`src/sv/bfu_fifo.sv`:
```
module bfu_fifo #(
  parameter int DEPTH = 16,
  parameter int WIDTH = 8
) (
  input  logic             clk,
  input  logic             rst,
  input  logic             wr_en,
  input  logic [WIDTH-1:0] wr_data,
  input  logic             rd_en,
  output logic [WIDTH-1:0] rd_data,
  output logic             is_empty
);

  localparam int PTR_W = (DEPTH > 1) ? $clog2(DEPTH) : 1;
  localparam int CNT_W = $clog2(DEPTH + 1);
  localparam logic [PTR_W-1:0] LAST = PTR_W'(DEPTH - 1);

  logic [WIDTH-1:0] mem [DEPTH];
  logic [PTR_W-1:0] wr_ptr;
  logic [PTR_W-1:0] rd_ptr;
  logic [CNT_W-1:0] count;

  // Entry storage.
  always_ff @(posedge clk) begin
    if (wr_en) begin
      mem[wr_ptr] <= wr_data;
    end
  end

  // Pointers and fill count.
  always_ff @(posedge clk) begin
    if (rst) begin
      wr_ptr <= '0;
      rd_ptr <= '0;
      count  <= '0;
    end else begin
      if (wr_en) begin
        wr_ptr <= (wr_ptr == LAST) ? '0 : PTR_W'(wr_ptr + 1'b1);
      end
      if (rd_en) begin
        rd_ptr <= (rd_ptr == LAST) ? '0 : PTR_W'(rd_ptr + 1'b1);
      end
      if (wr_en && !rd_en) begin
        count <= CNT_W'(count + 1'b1);
      end else if (rd_en && !wr_en) begin
        count <= CNT_W'(count - 1'b1);
      end
    end
  end

  assign rd_data  = mem[rd_ptr];
  assign is_empty = (count == '0);

endmodule

```
`config.mk`:
```
export PLATFORM = sky130hd
export DESIGN_NAME = bfu_fifo
export DESIGN_NICKNAME = d
export VERILOG_FILES = /design/src/sv/bfu_fifo.sv
export SDC_FILE = /design/constraint.sdc
export NUM_CORES = 1
export LEC_CHECK = 0
export BUFFER_PORTS_ARGS = -buffer_cell sky130_fd_sc_hd__buf_2
export CORE_MARGIN = 1
export CORE_UTILIZATION = 45
export CTS_CLUSTER_SIZE = 12
export DETAILED_ROUTE_END_ITERATION = 10
export PLACE_DENSITY = 0.72
export SLEW_MARGIN = 10
export SYNTH_ARGS = -nofsm -noshare
export SYNTH_HDL_FRONTEND = slang
export SYNTH_SLANG_ARGS = --single-unit
```
`constraint.sdc`:
```
create_clock -name clk -period 2.89 [get_ports clk]
set_input_delay 0.1445 -clock clk [delete_from_list [all_inputs] [get_ports clk]]
set_output_delay 0.1445 -clock clk [all_outputs]
set_load 0.01 [all_outputs]
```
After elaboration in Yosys (flattened, before gate mapping)
Memories as Yosys holds them, arrays and structs flattened. A register that Yosys moved wholly into a read port is not among the register bits.
Index checks and enable logic that the tools add are counted.
{"block": "totals", "reg_bits": 13, "output_inout_bits": 9, "mem_count": 1, "inputBits": 12, "ram_bits": 128}
{"memory": "mem", "depth": 16, "word_bits": 8, "read_ports": 1, "rd_ports_with_merged_regs": 1, "write_ports": 1, "line_no": "18", "rtl": "logic [WIDTH-1:0] mem [DEPTH];"}
{"block": "op_classes", "add_sub_neg": 4, "n_eq_ne": 2, "n_mux": 8, "n_reduce_logical": 6}
{"operator": "$mux 4", "count": 4}
{"operator": "$mux 5", "count": 2}
{"operator": "$add 4x1->4 const B", "count": 2}
{"operator": "$eq 4x4->1 const B", "count": 2}
{"operator": "$add 5x1->5 const B", "count": 1}
{"operator": "$logic_not 5->1", "count": 1}
{"operator": "$sub 5x1->5 const B", "count": 1}
{"operator": "$logic_and 1x1->1", "count": 2}
{"operator": "$logic_not 1->1", "count": 2}
{"operator": "$mux 1", "count": 2}
{"operator": "$reduce_bool 2->1", "count": 1}

Longest topological paths before layout
Gate-level depths: netlist of run 1.
{"block": "logic_depth", "word_depth": 4, "depth_mapped": 8, "depth_no_buf": 8}

Worst setup path after synthesis of run 1
OpenSTA, ideal clock, no wires.
{"block": "synth_timing", "path_kind": "register -> register", "start": "reg count[0]", "end": "reg count[4]", "arrival_time_ns": 1.680, "slack_ns": 1.089, "stages_incl_launch_ff": 7, "cell_sequence": "dfxtp_1 -> inv_1 -> fa_1 -> nand2b_1 -> a21oi_1 -> mux2i_1 -> mux2_2"}
{"block": "synth_between", "elab_chain_len": 3, "elab_cells_between_ends": 4, "cone_classes": "2 x add/sub; 2 x mux"}
{"item": "start: declaration", "line_no": "21", "rtl": "logic [CNT_W-1:0] count;"}
{"item": "start signal: assignment", "line_no": "44", "rtl": "count <= CNT_W'(count + 1'b1);"}
{"item": "start signal: assignment", "line_no": "46", "rtl": "count <= CNT_W'(count - 1'b1);"}
{"item": "$sub 5x1->5", "line_no": "46"}
{"item": "$mux 5", "line_no": "45", "rtl": "end else if (rd_en && !wr_en) begin"}
{"item": "$mux 5 *", "line_no": "43", "rtl": "if (wr_en && !rd_en) begin"}
Mark *: on every way between the ends. The rest lies on a longest branch, timed or not. The select of a mux whose other input is x is not followed.
A chain may end at the register's enable or synchronous reset.

==> results of run 1 <==
cells by family (layout without fill, tap and decap cells):
family / Yosys count / in the layout / share of synthesized area
flip-flops: 145 / 145 / 0.717
AND/OR/NAND/NOR: 66 / 66 / 0.0576
AO/OA/AOI/OAI: 29 / 29 / 0.0324
other: 0 / 1 / 0
multiplexers: 37 / 37 / 0.144
XOR/XNOR: 4 / 4 / 0.00600
buffers and inverters: 19 / 61 / 0.0210
adder cells (fa/ha/maj): 10 / 10 / 0.0227
layout make-up:
cell class                      count  area, µm²  share of cell area
Multi-Input combinational cell    146       1530               0.231
Antenna cell                        1       2.50            0.000377
Clock inverter                     15        120              0.0181
Inverter                            6       22.5             0.00339
Clock buffer                       17        425              0.0641
Sequential cell                   145       4190               0.630
Timing Repair Buffer               23        135              0.0204
Tap cell                          172        215              0.0324
metrics by stage:
step | utilization | hold slack, ns
finish | 0.526 | 0.0848
global route | 0.526 | 0.0848
CTS | 0.526 | 0.0773
detailed placement | 0.483 | 0.510
global placement | 0.483 | 0.484
floorplan | - | 0.214
final timing paths:
path                                    to  cells after the start     start  slack (ns)
worst max register to register    count[4]                      6  count[0]        0.97
worst min register to register    count[2]                      2  count[2]        0.53
worst max-delay path            rd_data[0]                      5  register        0.41
worst min-delay path              count[2]                      2       rst        0.08
metal layers:
layer | vias to the layer above | GRT usage | wire length [µm] | share of wire
li1 | 1306 | - | - | -
met1 | 1434 | 0.238 | 4750 | 0.43
met2 | 89 | 0.292 | 5380 | 0.49
met3 | 14 | 0.0544 | 680 | 0.062
met4 | 0 | 0.0667 | 145 | 0.013
met5 | - | 0 | 0 | 0
synthesized netlist by cell type, drive strengths merged:
| library cell | instances | area [µm²] |
|---|---|---|
| nor4 | 1 | 6.26 |
| buf | 7 | 56.3 |
| clkdlybuf4s25 | 2 | 20.0 |
| inv | 6 | 22.5 |
| a22oi | 16 | 120 |
| nor4bb | 1 | 10.0 |
| ha | 9 | 113 |
| nand2b | 2 | 12.5 |
| and2b | 1 | 7.51 |
| nand3 | 3 | 15.0 |
| nor3b | 1 | 7.51 |
| and2 | 17 | 106 |
| nor2b | 2 | 12.5 |
| xor2 | 4 | 35.0 |
| o21ai | 2 | 10.0 |
| mux2 | 1 | 11.3 |
| nand2 | 14 | 52.6 |
| or4 | 1 | 7.51 |
| edfxtp | 128 | 3840 |
| clkbuf | 3 | 11.3 |
| mux2i | 4 | 40.0 |
| and3b | 1 | 8.76 |
| dlymetal6s4s | 1 | 12.5 |
| and3 | 1 | 6.26 |
| a21o | 1 | 7.51 |
| nor2 | 19 | 71.3 |
| or3 | 2 | 12.5 |
| a21oi | 9 | 45.0 |
| fa | 1 | 20.0 |
| mux4 | 32 | 788 |
| a31oi | 1 | 6.26 |
| dfxtp | 17 | 340 |
registers in the layout, summed over array words and instances, names as in the netlist, named ones only:
register and cells:
count 5, mem 128, rd_ptr 4, wr_ptr 4
power by group through the flow:
stage	Sequential [W]	Combinational [W]	Clock [W]
6_report	0.00235	0.000312	0.00199
5_1_grt	0.00236	0.000349	0.00210
4_1_cts	0.00235	0.000318	0.00201
3_5_place_dp	0.00240	0.000316	0
3_3_place_gp	0.00239	0.000306	0
2_1_floorplan	0.00238	0.000224	0
==> results_dict.tcl, run 1 <==
set metrics [dict create \
    status "finished, final reports clean" \
    grt_max_degree 23 \
    synth_area_per_cell_um2 18.8 \
    cp-start-kind "register" \
    min_path_type "in2reg" \
    hpwl_mm 7.22 \
    final_common_cell "edfxtp_1" \
    cp_max_fo 22 \
    nNetsFinal 361 \
    clockBufferDepth 2 \
    setup_viol 0 \
    htree_levels 4 \
    grt_pass1_wl_mm 17.0 \
    crit_buf_inv 2 \
    period_share 0.858 \
    clkTransAtPathRegs_ns 0.06 \
    ant_nets 0 \
    postCtsHoldBufs 0 \
    p_int_w 0.00364 \
    drc 0 \
    vias 2843 \
    drive_above_1_share 0.193 \
    finalPower_w 0.00465 \
    crit_type "reg2out" \
    grt_remaining_overflow 0 \
    power_density_nw_per_um2 701 \
    placed_cell_area_um2 6090 \
    ioPinCount 21 \
    syn-instance-count 310 \
    maxCapViolCount 0 \
    seq_power_share 0.505 \
    slowest_stage "mux4_1" \
    clk-insertion-delay-late_ns 0.42 \
    cts_resized 0 \
    final_cell_mix "edfxtp_1, buf_2, nor2_1, mux4_1" \
    dr.pass1.iters 4 \
    die_h_um 116 \
    grt_usage 0.183 \
    critical_path.top_delay_family "multiplexers" \
    worst_pin_slew_ns 0.712 \
    pwr-share-comb 0.067 \
    gp_congestion 0.724 \
    drtIter0Drc 375 \
    area_delta_synth_final_pct 13.7 \
    cts-buffers-inserted 17 \
    crit_chain "buf_12 -> mux4_1 -> a22oi_1 -> nand2_1 -> buf_2" \
    core-area_um2 12600 \
    ys_ff_latch 145 \
    rsz0062_at_grt "false" \
    cts_root_buf "clkbuf_16" \
    clock_skew_ns 0.0115 \
    start_util 0.463 \
    slowest_delay_ns 0.58 \
    seq_area_frac_synth 0.717 \
    antenna_found_initial 1 \
    maxSlewHeadroom 0.525 \
    grt_pass1_vias 2924 \
    p_leak_nw 2.25 \
    cts_num_sinks 145 \
    final-hold-violation-count 0 \
    syn_area_um2 5840 \
    die_area_um2 13400 \
    fillers 1020 \
    post-cts-setup-buffer-count 0 \
    drv_slew 0 \
    final_area_um2 6640 \
    maxClockFrequency_ghz 0.403 \
    dp_slack_ns 0.831 \
    cp-end-kind "primary output" \
    clockPowerShare 0.428 \
    std_cell_rows 41 \
    final_cells 525 \
    cts_tree "done" \
    vias_per_cell 5.42 \
    crit_arrival_ns 2.33 \
    wl_mm 11.0 \
    portBuffers 20 \
    dp.cells 492 \
    avgRoutedWirePerCell_um 20.9 \
    ir_drop_mv 0.405 \
    yosysWarnings 0 \
    yosysUniqueCellTypes 35 \
    swShare 0.219 \
    die_w_um 116 \
    final.setup.tns_ns 0 \
    netSwitchingPower_w 0.00102 \
    syn_nets 332 \
    required_ns 2.75 \
    setup_ws_ns 0.411 \
    min_period_ns 2.48 \
]
Note: power is estimated with default switching activity, not from simulation.
==> run 2, diff against run 1 <==
Clock period 2.89 ns to 2.7 ns, I/O delays scaled along.
==> results_dict.tcl, run 2 (same netlist as run 1, synthesis figures left out) <==
set metrics [dict create \
    min_period_ns 2.28 \
    whs_endpoint "wr_ptr[1]" \
    rsz0062_at_grt "false" \
    postCtsHoldBufs 0 \
    timing.rr.end "count[4]" \
    maxSlewHeadroom 0.508 \
    wl_mm 10.7 \
    power_density_nw_per_um2 741 \
    maxClockFrequency_ghz 0.440 \
    clockBufferDepth 2 \
    hpwl_mm 6.88 \
    post-cts-setup-buffer-count 0 \
    min_path_type "in2reg" \
    cts-buffers-inserted 17 \
    die_area_um2 13400 \
    portBuffers 20 \
    drv_slew 0 \
    period_share 0.843 \
    cp-end-kind "primary output" \
    avgRoutedWirePerCell_um 20.5 \
    final_common_cell "edfxtp_1" \
    reg2reg_depth 6 \
    largest_reg_flops 128 \
    final_cell_mix "edfxtp_1, buf_2, nor2_1, mux4_1" \
    setup_viol 0 \
    die_w_um 116 \
    min-delay-start "rst" \
    clkTransAtPathRegs_ns 0.06 \
    clock_skew_ns 0.00775 \
    vias 2836 \
    ir_drop_mv 0.439 \
    ioPinCount 21 \
    required_ns 2.57 \
    grt_usage 0.179 \
    top_register "mem" \
    grt_max_degree 33 \
    r2r_start "count[0]" \
    core-area_um2 12600 \
    final_area_um2 6610 \
    use_met1 0.231 \
    holdPathStages 2 \
    grt_pass1_vias 2899 \
    drive_above_1_share 0.188 \
    cts_resized 0 \
    die_h_um 116 \
    dr.pass1.iters 5 \
    crit_type "reg2out" \
    crit_arrival_ns 2.14 \
    cp-start-kind "register" \
    grt_remaining_overflow 0 \
    cp_max_fo 32 \
    reg_top3 "mem x128, count x5" \
    placed_cell_area_um2 6080 \
    area_delta_synth_final_pct 13.2 \
    drc 0 \
    worst_pin_slew_ns 0.737 \
    drtIter0Drc 264 \
    final-hold-violation-count 0 \
    cts_root_buf "clkbuf_16" \
    clk-insertion-delay-late_ns 0.41 \
    p_leak_nw 2.24 \
    vias_per_cell 5.41 \
    cts_tree "done" \
    nNetsFinal 360 \
    grt-busiest-layer "met2" \
    htree_levels 4 \
    gp_congestion 0.760 \
    antenna_found_initial 1 \
    final.setup.tns_ns 0 \
    cts_num_sinks 145 \
    final_cells 524 \
    dp.cells 491 \
    status "finished, final reports clean" \
    r2r_slack_ns 0.78 \
    std_cell_rows 41 \
    met3_usage 0.0549 \
    maxCapViolCount 0 \
    start_util 0.463 \
    ant_nets 0 \
    grt_pass1_wl_mm 16.7 \
    met2_usage 0.291 \
]
run 2: worst max path at each step:
stage / slack [ns] / end
6_report: 0.42 / rd_data[5]
5_1_grt: 0.28 / rd_data[5]
4_1_cts: 0.38 / rd_data[0]
3_5_place_dp: 0.76 / count[4]
3_3_place_gp: 0.80 / count[4]
2_1_floorplan: 0.90 / count[4]
run 2: cell type report:
cell class | count | area [µm²]
antenna | 1 | 2.50
clock buffer | 19 | 433
clock inverter | 13 | 88.8
fill | 1006 | 6010
inverter | 6 | 22.5
multi-input combinational | 146 | 1530
sequential | 145 | 4190
tap | 172 | 215
timing repair buffer | 22 | 128
run 2: per-stage QoR:
stage	power [W]	setup WS [ns]	utilization	hold WS, ns
after CTS	0.00493	0.379	0.523	0.0671
final	0.00490	0.425	0.524	0.0739
after global placement	0.00289	0.799	0.482	0.468
after floorplan	0.00279	0.899	-	0.204
after detailed placement	0.00290	0.759	0.482	0.494
after global routing	0.00505	0.279	0.523	0.0958
run 2: per-layer routing:
layer  wire length (µm)  up-vias
li1                   -     1307
met1               4860     1455
met2               5320       70
met3                518        4
met4                 46        0
met5                  0        -
run 2: worst max-delay path, stage by stage, from the launching register on:
cell	delay, ns
dfxtp_2	0.34
buf_12	0.24
mux4_1	0.60
a22oi_1	0.27
nand2_1	0.11
buf_2	0.15
run 2: where the power goes:
| part | switching [W] | total (W) | internal, W |
|---|---|---|---|
| Combinational | 0.000187 | 0.000344 | 0.000157 |
| Clock | 0.000878 | 0.00205 | 0.00117 |
| Sequential | 0.0000255 | 0.00251 | 0.00248 |
| Total | 0.00109 | 0.00490 | 0.00381 |
