### config.mk
export PLATFORM = sky130hd
export DESIGN_NAME = bfu_front
export DESIGN_NICKNAME = d
export VERILOG_FILES = /design/src/sv/bfu_pkg.sv /design/src/sv/bfu_front.sv
export SDC_FILE = /design/constraint.sdc
export NUM_CORES = 2
export LEC_CHECK = 0
export BUFFER_PORTS_ARGS = -buffer_cell sky130_fd_sc_hd__buf_2
export CORE_MARGIN = 8
export CORE_UTILIZATION = 66
export CTS_CLUSTER_DIAMETER = 60
export DETAILED_ROUTE_END_ITERATION = 8
export GPL_ROUTABILITY_DRIVEN = 0
export MAX_ROUTING_LAYER = met4
export PLACE_DENSITY = 0.89
export SKIP_LAST_GASP = 1
export SYNTH_ARGS = -nofsm -noshare
export SYNTH_HDL_FRONTEND = slang
export SYNTH_SLANG_ARGS = --single-unit
### constraint.sdc
create_clock -name clk -period 24.5 [get_ports clk]
set_input_delay 0 -clock clk [delete_from_list [all_inputs] [get_ports clk]]
set_output_delay 0 -clock clk [all_outputs]
set_load 0.05 [all_outputs]
### src/sv/bfu_pkg.sv
package bfu_pkg;

  // Field widths of the ports.
  localparam int CFG_W   = 13;
  localparam int COORD_W = 12;
  localparam int ADDR_W  = 19;
  localparam int RGB_W   = 24;
  localparam int ARGB_W  = 32;
  localparam int WGT_W   = 8;

  // Default source frame size.
  localparam int DEF_SRC_WIDTH  = 640;
  localparam int DEF_SRC_HEIGHT = 480;

  // Reset values of the output frame size registers.
  localparam logic [CFG_W-1:0] OUT_WIDTH_RST  = 13'd640;
  localparam logic [CFG_W-1:0] OUT_HEIGHT_RST = 13'd480;

  // Coordinate mapping: 26-bit product, 28-bit saturated quotient.
  localparam int PROD_W              = 26;
  localparam int QUOT_W              = 28;
  localparam int DIV_STEPS_PER_STAGE = 4;
  localparam int DIV_STAGES          = QUOT_W / DIV_STEPS_PER_STAGE;
  localparam logic [QUOT_W-1:0] HALF_PIXEL = 28'h0008000;

  // Queue depths between the parts and towards the result port.
  localparam int FRONT_QUEUE_DEPTH  = 16;
  localparam int RESULT_QUEUE_DEPTH = 8;

  localparam logic [7:0] ALPHA_OPAQUE = 8'hFF;

  // Configuration register indexes.
  typedef enum logic [0:0] {
    REG_OUT_WIDTH  = 1'b0,
    REG_OUT_HEIGHT = 1'b1
  } cfg_reg_t;

  // Input item kinds.
  typedef enum logic [0:0] {
    MODE_WRITE   = 1'b0,
    MODE_REQUEST = 1'b1
  } mode_t;

  // Classified item passed from the front part to the back part.
  typedef struct packed {
    logic               is_req;
    logic [ADDR_W-1:0]  addr;
    logic [RGB_W-1:0]   rgb;
    logic [COORD_W-1:0] x0;
    logic [COORD_W-1:0] y0;
    logic               x_edge;
    logic               y_edge;
    logic [WGT_W-1:0]   wx;
    logic [WGT_W-1:0]   wy;
  } item_t;

  // Blend two RGB words channel by channel with an 8-bit weight.
  function automatic logic [RGB_W-1:0] blend_rgb(logic [RGB_W-1:0] a,
                                                 logic [RGB_W-1:0] b,
                                                 logic [WGT_W-1:0] t);
    logic [RGB_W-1:0] res;
    logic [8:0]       s;
    logic [16:0]      sum;
    s = 9'd256 - {1'b0, t};
    for (int c = 0; c < 3; c++) begin
      sum = ({9'b0, a[c*8 +: 8]} * {8'b0, s}) + ({9'b0, b[c*8 +: 8]} * {8'b0, 1'b0, t});
      res[c*8 +: 8] = sum[15:8];
    end
    return res;
  endfunction

endpackage

### src/sv/bfu_front.sv
module bfu_front #(
  parameter int SRC_WIDTH  = bfu_pkg::DEF_SRC_WIDTH,
  parameter int SRC_HEIGHT = bfu_pkg::DEF_SRC_HEIGHT
) (
  input  logic                        clk,
  input  logic                        rst,
  input  logic                        cfg_write,
  input  logic [0:0]                  cfg_index,
  input  logic [bfu_pkg::CFG_W-1:0]   cfg_data,
  input  logic                        in_valid,
  input  logic                        mode,
  input  logic [bfu_pkg::ADDR_W-1:0]  src_addr,
  input  logic [bfu_pkg::RGB_W-1:0]   pixel_rgb,
  input  logic [bfu_pkg::COORD_W-1:0] out_x,
  input  logic [bfu_pkg::COORD_W-1:0] out_y,
  output logic                        item_valid,
  output bfu_pkg::item_t              item
);

  localparam int NSTG = bfu_pkg::DIV_STAGES;
  localparam int QW   = bfu_pkg::QUOT_W;
  localparam logic [12:0]   SRC_X  = 13'(SRC_WIDTH);
  localparam logic [12:0]   SRC_Y  = 13'(SRC_HEIGHT);
  localparam logic [QW-1:0] MAX_X  = QW'((SRC_WIDTH - 1) * 65536);
  localparam logic [QW-1:0] MAX_Y  = QW'((SRC_HEIGHT - 1) * 65536);
  localparam logic [11:0]   EDGE_X = 12'(SRC_WIDTH - 1);
  localparam logic [11:0]   EDGE_Y = 12'(SRC_HEIGHT - 1);

  // Division state of one axis.
  typedef struct packed {
    logic [12:0]   r;
    logic [QW-1:0] d;
    logic [QW-1:0] q;
    logic          ov;
  } div_t;

  typedef struct packed {
    logic                        is_req;
    logic [bfu_pkg::ADDR_W-1:0]  addr;
    logic [bfu_pkg::RGB_W-1:0]   rgb;
    div_t                        x;
    div_t                        y;
  } div_stage_t;

  // A few restoring division steps on one axis.
  function automatic div_t div_step(div_t s, logic [12:0] n);
    div_t        o;
    logic [13:0] r14;
    o = s;
    for (int k = 0; k < bfu_pkg::DIV_STEPS_PER_STAGE; k++) begin
      r14 = {o.r, o.d[QW-1]};
      o.d = {o.d[QW-2:0], 1'b0};
      if (r14 >= {1'b0, n}) begin
        o.r = 13'(r14 - {1'b0, n});
        o.q = {o.q[QW-2:0], 1'b1};
      end else begin
        o.r = r14[12:0];
        o.q = {o.q[QW-2:0], 1'b0};
      end
    end
    return o;
  endfunction

  function automatic div_stage_t stage_step(div_stage_t s, logic [12:0] nx, logic [12:0] ny);
    div_stage_t o;
    o   = s;
    o.x = div_step(s.x, nx);
    o.y = div_step(s.y, ny);
    return o;
  endfunction

  // Take off the half pixel and clamp to the source edge.
  function automatic logic [QW-1:0] clamp_pos(div_t s, logic [QW-1:0] maxp);
    logic [QW-1:0] p;
    if (s.ov) begin
      p = maxp;
    end else if (s.q < bfu_pkg::HALF_PIXEL) begin
      p = '0;
    end else begin
      p = s.q - bfu_pkg::HALF_PIXEL;
      if (p > maxp) begin
        p = maxp;
      end
    end
    return p;
  endfunction

  function automatic div_t div_init(logic [bfu_pkg::PROD_W-1:0] p, logic [12:0] n);
    div_t o;
    o.r  = p[25:13];
    o.ov = (p[25:13] >= n);
    o.d  = {p[12:0], 15'b0};
    o.q  = '0;
    return o;
  endfunction

  logic [bfu_pkg::CFG_W-1:0] out_width;
  logic [bfu_pkg::CFG_W-1:0] out_height;
  logic [12:0]               n_x;
  logic [12:0]               n_y;

  logic                        a_valid;
  logic                        a_req;
  logic [bfu_pkg::ADDR_W-1:0]  a_addr;
  logic [bfu_pkg::RGB_W-1:0]   a_rgb;
  logic [bfu_pkg::COORD_W-1:0] a_ox;
  logic [bfu_pkg::COORD_W-1:0] a_oy;

  logic                         b_valid;
  logic                         b_req;
  logic [bfu_pkg::ADDR_W-1:0]   b_addr;
  logic [bfu_pkg::RGB_W-1:0]    b_rgb;
  logic [bfu_pkg::PROD_W-1:0]   b_px;
  logic [bfu_pkg::PROD_W-1:0]   b_py;

  div_stage_t       dv_in;
  div_stage_t       dv_data [1:NSTG];
  logic [NSTG:1]    dv_valid;

  logic [QW-1:0]    pos_x;
  logic [QW-1:0]    pos_y;

  // Configuration registers.
  always_ff @(posedge clk) begin
    if (rst) begin
      out_width  <= bfu_pkg::OUT_WIDTH_RST;
      out_height <= bfu_pkg::OUT_HEIGHT_RST;
    end else if (cfg_write) begin
      unique case (cfg_index)
        bfu_pkg::REG_OUT_WIDTH:  out_width  <= cfg_data;
        bfu_pkg::REG_OUT_HEIGHT: out_height <= cfg_data;
      endcase
    end
  end

  // A zero output size counts as one.
  assign n_x = (out_width == '0) ? 13'd1 : out_width;
  assign n_y = (out_height == '0) ? 13'd1 : out_height;

  // Valid bits of the front pipeline.
  always_ff @(posedge clk) begin
    if (rst) begin
      a_valid    <= 1'b0;
      b_valid    <= 1'b0;
      dv_valid   <= '0;
      item_valid <= 1'b0;
    end else begin
      a_valid    <= in_valid;
      b_valid    <= a_valid;
      dv_valid   <= {dv_valid[NSTG-1:1], b_valid};
      item_valid <= dv_valid[NSTG];
    end
  end

  // Input register and pixel-centre products (2o+1)*SRC.
  always_ff @(posedge clk) begin
    a_req  <= (mode == bfu_pkg::MODE_REQUEST);
    a_addr <= src_addr;
    a_rgb  <= pixel_rgb;
    a_ox   <= out_x;
    a_oy   <= out_y;
    b_req  <= a_req;
    b_addr <= a_addr;
    b_rgb  <= a_rgb;
    b_px   <= {13'b0, a_ox, 1'b1} * {13'b0, SRC_X};
    b_py   <= {13'b0, a_oy, 1'b1} * {13'b0, SRC_Y};
  end

  // Start of the division, with saturation when the quotient overflows.
  always_comb begin
    dv_in.is_req = b_req;
    dv_in.addr   = b_addr;
    dv_in.rgb    = b_rgb;
    dv_in.x      = div_init(b_px, n_x);
    dv_in.y      = div_init(b_py, n_y);
  end

  // Division pipeline, a few quotient bits per stage.
  always_ff @(posedge clk) begin
    dv_data[1] <= stage_step(dv_in, n_x, n_y);
    for (int s = 2; s <= NSTG; s++) begin
      dv_data[s] <= stage_step(dv_data[s-1], n_x, n_y);
    end
  end

  assign pos_x = clamp_pos(dv_data[NSTG].x, MAX_X);
  assign pos_y = clamp_pos(dv_data[NSTG].y, MAX_Y);

  // Integer positions, weights and edge flags.
  always_ff @(posedge clk) begin
    item.is_req <= dv_data[NSTG].is_req;
    item.addr   <= dv_data[NSTG].addr;
    item.rgb    <= dv_data[NSTG].rgb;
    item.x0     <= pos_x[27:16];
    item.y0     <= pos_y[27:16];
    item.x_edge <= (pos_x[27:16] == EDGE_X);
    item.y_edge <= (pos_y[27:16] == EDGE_Y);
    item.wx     <= pos_x[15:8];
    item.wy     <= pos_y[15:8];
  end

endmodule

Yosys cells after proc, flatten, opt, wreduce, memory -nomap -nowiden
Memories as Yosys holds them, arrays and structs flattened.
Cells that the tools add are included.
{ "totals": {"regBits": 267, "ram_bits": 1232, "output_inout_bits": 87, "mem_count": 1} }
{ "classes": {"n_addsub": 58, "n_mul": 2, "magnitude_cmp": 62, "n_eq_ne": 2, "muxes": 120, "n_bitwise": 1, "reduce_logical": 6} }
{ "mem_list": {"columns": ["memory", "depth", "width", "rd", "rd_clocked_by_memory_dff", "wr", "line_no", "rtl"], "rows": [
  ["dv_data", 7, 176, 7, 0, 7, "bfu_front.sv:117", "div_stage_t dv_data [1:NSTG];"]
]} }
{ "ops": {"columns": ["cell", "n"], "rows": [
  ["$ge A14 B13 Y1", 54],
  ["$mux W13", 58],
  ["$sub A13 B13 Y13", 54],
  ["$mux W28", 6],
  ["$lt A28 B16 Y1 const B", 2],
  ["$mux W1", 56],
  ["$sub A28 B16 Y28 const B", 2],
  ["$gt A28 B25 Y1 const B", 1],
  ["$gt A28 B26 Y1 const B", 1],
  ["$ge A10 B13 Y1", 2],
  ["$logic_not A13 Y1", 2],
  ["$mul A13 B4 Y17 const B", 1],
  ["$mul A13 B3 Y16 const B", 1],
  ["$ge A11 B13 Y1", 1],
  ["$ge A9 B13 Y1", 1],
  ["$sub A10 B13 Y13", 1],
  ["$sub A11 B13 Y13", 1],
  ["$eq A12 B10 Y1 const B", 1],
  ["$eq A12 B9 Y1 const B", 1],
  ["$reduce_or A3 Y1", 2],
  ["$reduce_and A2 Y1", 2],
  ["$not A1 Y1", 1]
]} }

Logic depth before layout (Yosys ltp)
{ "depth": {"depth_word": 10, "depth_mapped": 56, "depth_no_buf": 47} }

Worst setup path before layout
OpenSTA, ideal clock, no wires.
{ "synth_path": {"kind": "register to register", "from": "reg out_height[12] (netlist bit)", "to": "reg dv_data[0][585] (netlist name)", "setup_time_ns": 0.122, "arrival_time_ns": 12.010, "slack_ns": 12.369, "path_stages_with_launch": 54, "n_path_buf": 11, "synth_period_minus_slack_ns": 12.131, "cell_sequence": "dfxtp_1 buf_6 or4_4 buf_6 o41ai_4 inv_2 clkbuf_1 clkbuf_1 clkbuf_1 buf_1 buf_1 fa_1 a21oi_1 o21ai_0 a2111oi_0 nor2_1 o2111ai_1 nand2_1 (+18 left out) o211ai_1 a31oi_1 a21oi_1 a211oi_2 clkbuf_1 nand2_1 o31ai_1 ha_1 and3_1 a211oi_1 a21oi_1 a31oi_1 a21oi_1 a21o_1 a211oi_1 mux2i_1 clkbuf_1 a221o_1"} }
{ "synth_rtl": {"columns": ["item", "line_no", "rtl"], "rows": [
  ["start, declared", "bfu_front.sv:98", "logic [bfu_pkg::CFG_W-1:0] out_height;"],
  ["start signal, assigned", "bfu_front.sv:127", "out_height <= bfu_pkg::OUT_HEIGHT_RST;"],
  ["start signal, assigned", "bfu_front.sv:131", "bfu_pkg::REG_OUT_HEIGHT: out_height <= cfg_data;"]
]} }

==> results_dict.tcl <==
set metrics [dict create \
    multi_input_area_um2 38840 \
    clockBufferDepth 3 \
    layout.nets 7802 \
    crit_required_ns 25.07 \
    synth.avg_cell_area_um2 9.169 \
    crit_type "reg -> reg" \
    grt_usage_pct 31.82 \
    hold_viol 0 \
    worstPathArrival_ns 14.25 \
    wl_per_cell_um 19.68 \
    fmax_ghz 0.07310 \
    via_count 51950 \
    cp_common_cell "o21ai_0" \
    drcViolationCount 0 \
    netlist_area_um2 59790 \
    postRouteAntennaNets 0 \
    wl_met2_um 75210 \
    grt_start_max_net_pins 37 \
    synth_seq_area_share_pct 32.51 \
    setup_viol_count_final 0 \
    areaGrowthSynthToFinish_pct 12.90 \
    initial_core_util_pct 66.53 \
    slew_headroom_pct 12.36 \
    grt_pass1_vias 51800 \
    hp-class "in -> reg" \
    dr.pass1.iters 8 \
    fillerInstances 5914 \
    slowest_stage "nor3_2" \
    ctsResizeCount 0 \
    met1Wirelength_um 61050 \
    ys_types 103 \
    fin_crit_ns 13.68 \
    synth_ff_type "dfxtp_1" \
    async_reset_ff_share_pct 0 \
    path_max_fanout 14 \
    rows 110 \
    die_width_um 317.0 \
    slew_viol_final 0 \
    antenna_found_initial 4 \
    wl_met3_um 13800 \
    clkTransAtPathRegs_ns 0.06 \
    cts_tree "done" \
    drt_wl_total_um 161100 \
    top_layer "met4" \
    maxCapViolCount 0 \
    synth_warnings 0 \
    port_buffers 172 \
    yosysTopAreaCell "dfxtp_1" \
    clockRootBuffer "clkbuf_16" \
    synth_edf_count 0 \
    synth.top_cells.by_area "dfxtp_1 33%, ha_1 16%, mux2_2 6.4%, xnor2_1 5.7%, a21oi_1 4.5%" \
    seqCellArea_um2 19440 \
    worst_pin_slew_ns 1.315 \
    ys_seq_elements 971 \
    syn_inst 6521 \
    critPathCaptureType "flop" \
    drtIter0Drc 4246 \
    io_pins 173 \
    core_area_um2 89870 \
    dpl.hpwl_um 109600 \
    synth.top_cell.area_share_pct 32.51 \
    worstSetupStartpointType "flop" \
    cts_buffers 97 \
    finalSetupTns_ns 0 \
    post_cts_buffers 0 \
    grt-ovfl-total 0 \
    grt_pass1_wl_um 256700 \
    dieArea_um2 100500 \
    die_h_um 317.0 \
    skew_ns 0.05333 \
    rsz0062_at_grt "no" \
    clk_latency_ns 0.73 \
    cpPeakStageDelay_ns 0.88 \
    htreeDepth 3 \
    fin_crit_sh_pct 55.84 \
    status "finished, final reports clean" \
    layout-drive-gt1-share_pct 12.37 \
    numClockSinks 971 \
    avgViaCountPerCell 6.349 \
]
[final cells by class]
type | count | area share, %
clock inverters | 65 | 1.433
inverters | 294 | 1.635
well taps | 1176 | 2.180
flip-flops and latches | 971 | 28.80
clock buffers | 116 | 3.879
diodes | 3 | 0.01112
multi-input cells | 5148 | 57.53
repair buffers | 409 | 4.534
[kinds of logic after synthesis]
logic type / count (synthesis) / share of synthesized area (%)
AOI/OAI and AO/OA: 1763 / 19.02
xor gates and xnor gates: 542 / 7.939
adders and majority gates: 795 / 17.19
buffers and inverters: 406 / 2.616
DFF: 971 / 32.51
muxes: 389 / 7.284
other: 1 / 0.006272
and+or+nand+nor: 1654 / 13.44
[cell usage after synthesis (13+ instances only)]
master and number:
o22ai_1 14, and2_1 54, a211oi_1 52, ha_1 751
o21a_1 111, inv_1 280, a211o_1 16, mux2_2 339
fa_1 44, o41ai_1 14, a21boi_0 31, mux2i_1 40
nor2b_1 91, nand3_1 95, clkbuf_1 85, nand2_1 409
a31o_2 16, a221o_1 16, o21bai_1 61, xor2_1 156
o31a_1 22, nand2b_1 92, a21o_1 232, or4_1 13
and3_1 60, xnor2_1 386, a31oi_1 49, and4_1 16
o31ai_1 40, nand3b_1 14, nor3_1 141, a41oi_1 16
or3_1 43, dfxtp_1 971, a21oi_1 541, nand4_1 68
o21ai_0 359, o211ai_1 28, or2_2 44, nor4_1 39
nor2_1 450
[critical path, delay by kind of cell (launching register included)]
kind                       cells  cell delay [ns]
AOI/OAI and AO/OA             23             6.74
and+or+nand+nor               10             2.94
adders and majority gates      5             1.46
muxes                          3             1.14
buffers and inverters          3             0.84
DFF                            1             0.38
[path summary, 6_finish.rpt]
check | slack, ns | from | cells past startpoint | endpoint
setup reg to reg | 10.82 | out_height[12] | 44 | dv_data[0][415]
hold reg to reg | 0.28 | dv_data[0][770] | 0 | dv_data[0][946]
setup / recovery | 10.82 | out_height[12] | 44 | dv_data[0][415]
hold / removal | 0.21 | cfg_data[0] | 4 | out_width[0]
[placed cells by master, fill, tap and decap left out, drive strengths merged, types with 54 or more instances in the layout]
master,netlist,final
nand3,95,95
xnor2,386,386
and2,55,55
dlygate4sd3,0,168
a211oi,54,54
nor3,141,141
a21oi,542,542
clkbuf,85,116
and3,60,60
o21bai,61,61
dfxtp,971,971
mux2,348,348
ha,751,751
xor2,156,156
inv,291,306
nor2,450,450
nand2b,92,92
a21o,232,232
o21ai,367,367
o21a,111,111
nand2,409,409
nor2b,91,91
buf,27,241
nand4,68,68
[per-layer routing]
| layer | vias up | GRT usage [%] |
|---|---|---|
| li1 | 24480 | - |
| met1 | 24080 | 35.14 |
| met2 | 2504 | 52.80 |
| met3 | 894 | 6.496 |
| met4 | 0 | 19.49 |
| met5 | - | - |
[stage by stage]
stage,worst slack [ns],area [µm²],utilization (%),hold WS [ns],std cells
floorplan,12.37,59810,-,0.02772,6525
global placement,11.74,62230,69.24,0.1017,7830
detailed placement,11.31,62230,69.24,0.1036,7830
CTS,11.21,67500,75.10,0.1676,8179
global route,9.977,67500,75.11,0.2001,8182
finish,10.82,67500,75.11,0.2078,8182
[state kept, by name, indices dropped and copies added (netlist names), 15 cells and up]
signal,count
a_addr,19
a_rgb,24
b_addr,19
b_px,15
b_py,16
b_rgb,24
dv_data,706
item,86
[what timing repair did]
| action | 4_1_cts | 5_1_grt |
|---|---|---|
| endpoints found under the setup margin | 0 | 0 |
| endpoints found under the hold margin | 104 | 0 |
| hold buffers | 168 | 0 |
Power is left out: the tool's default activity adds up to more than one toggle a clock period on the data nets, which glitch-free logic cannot reach.
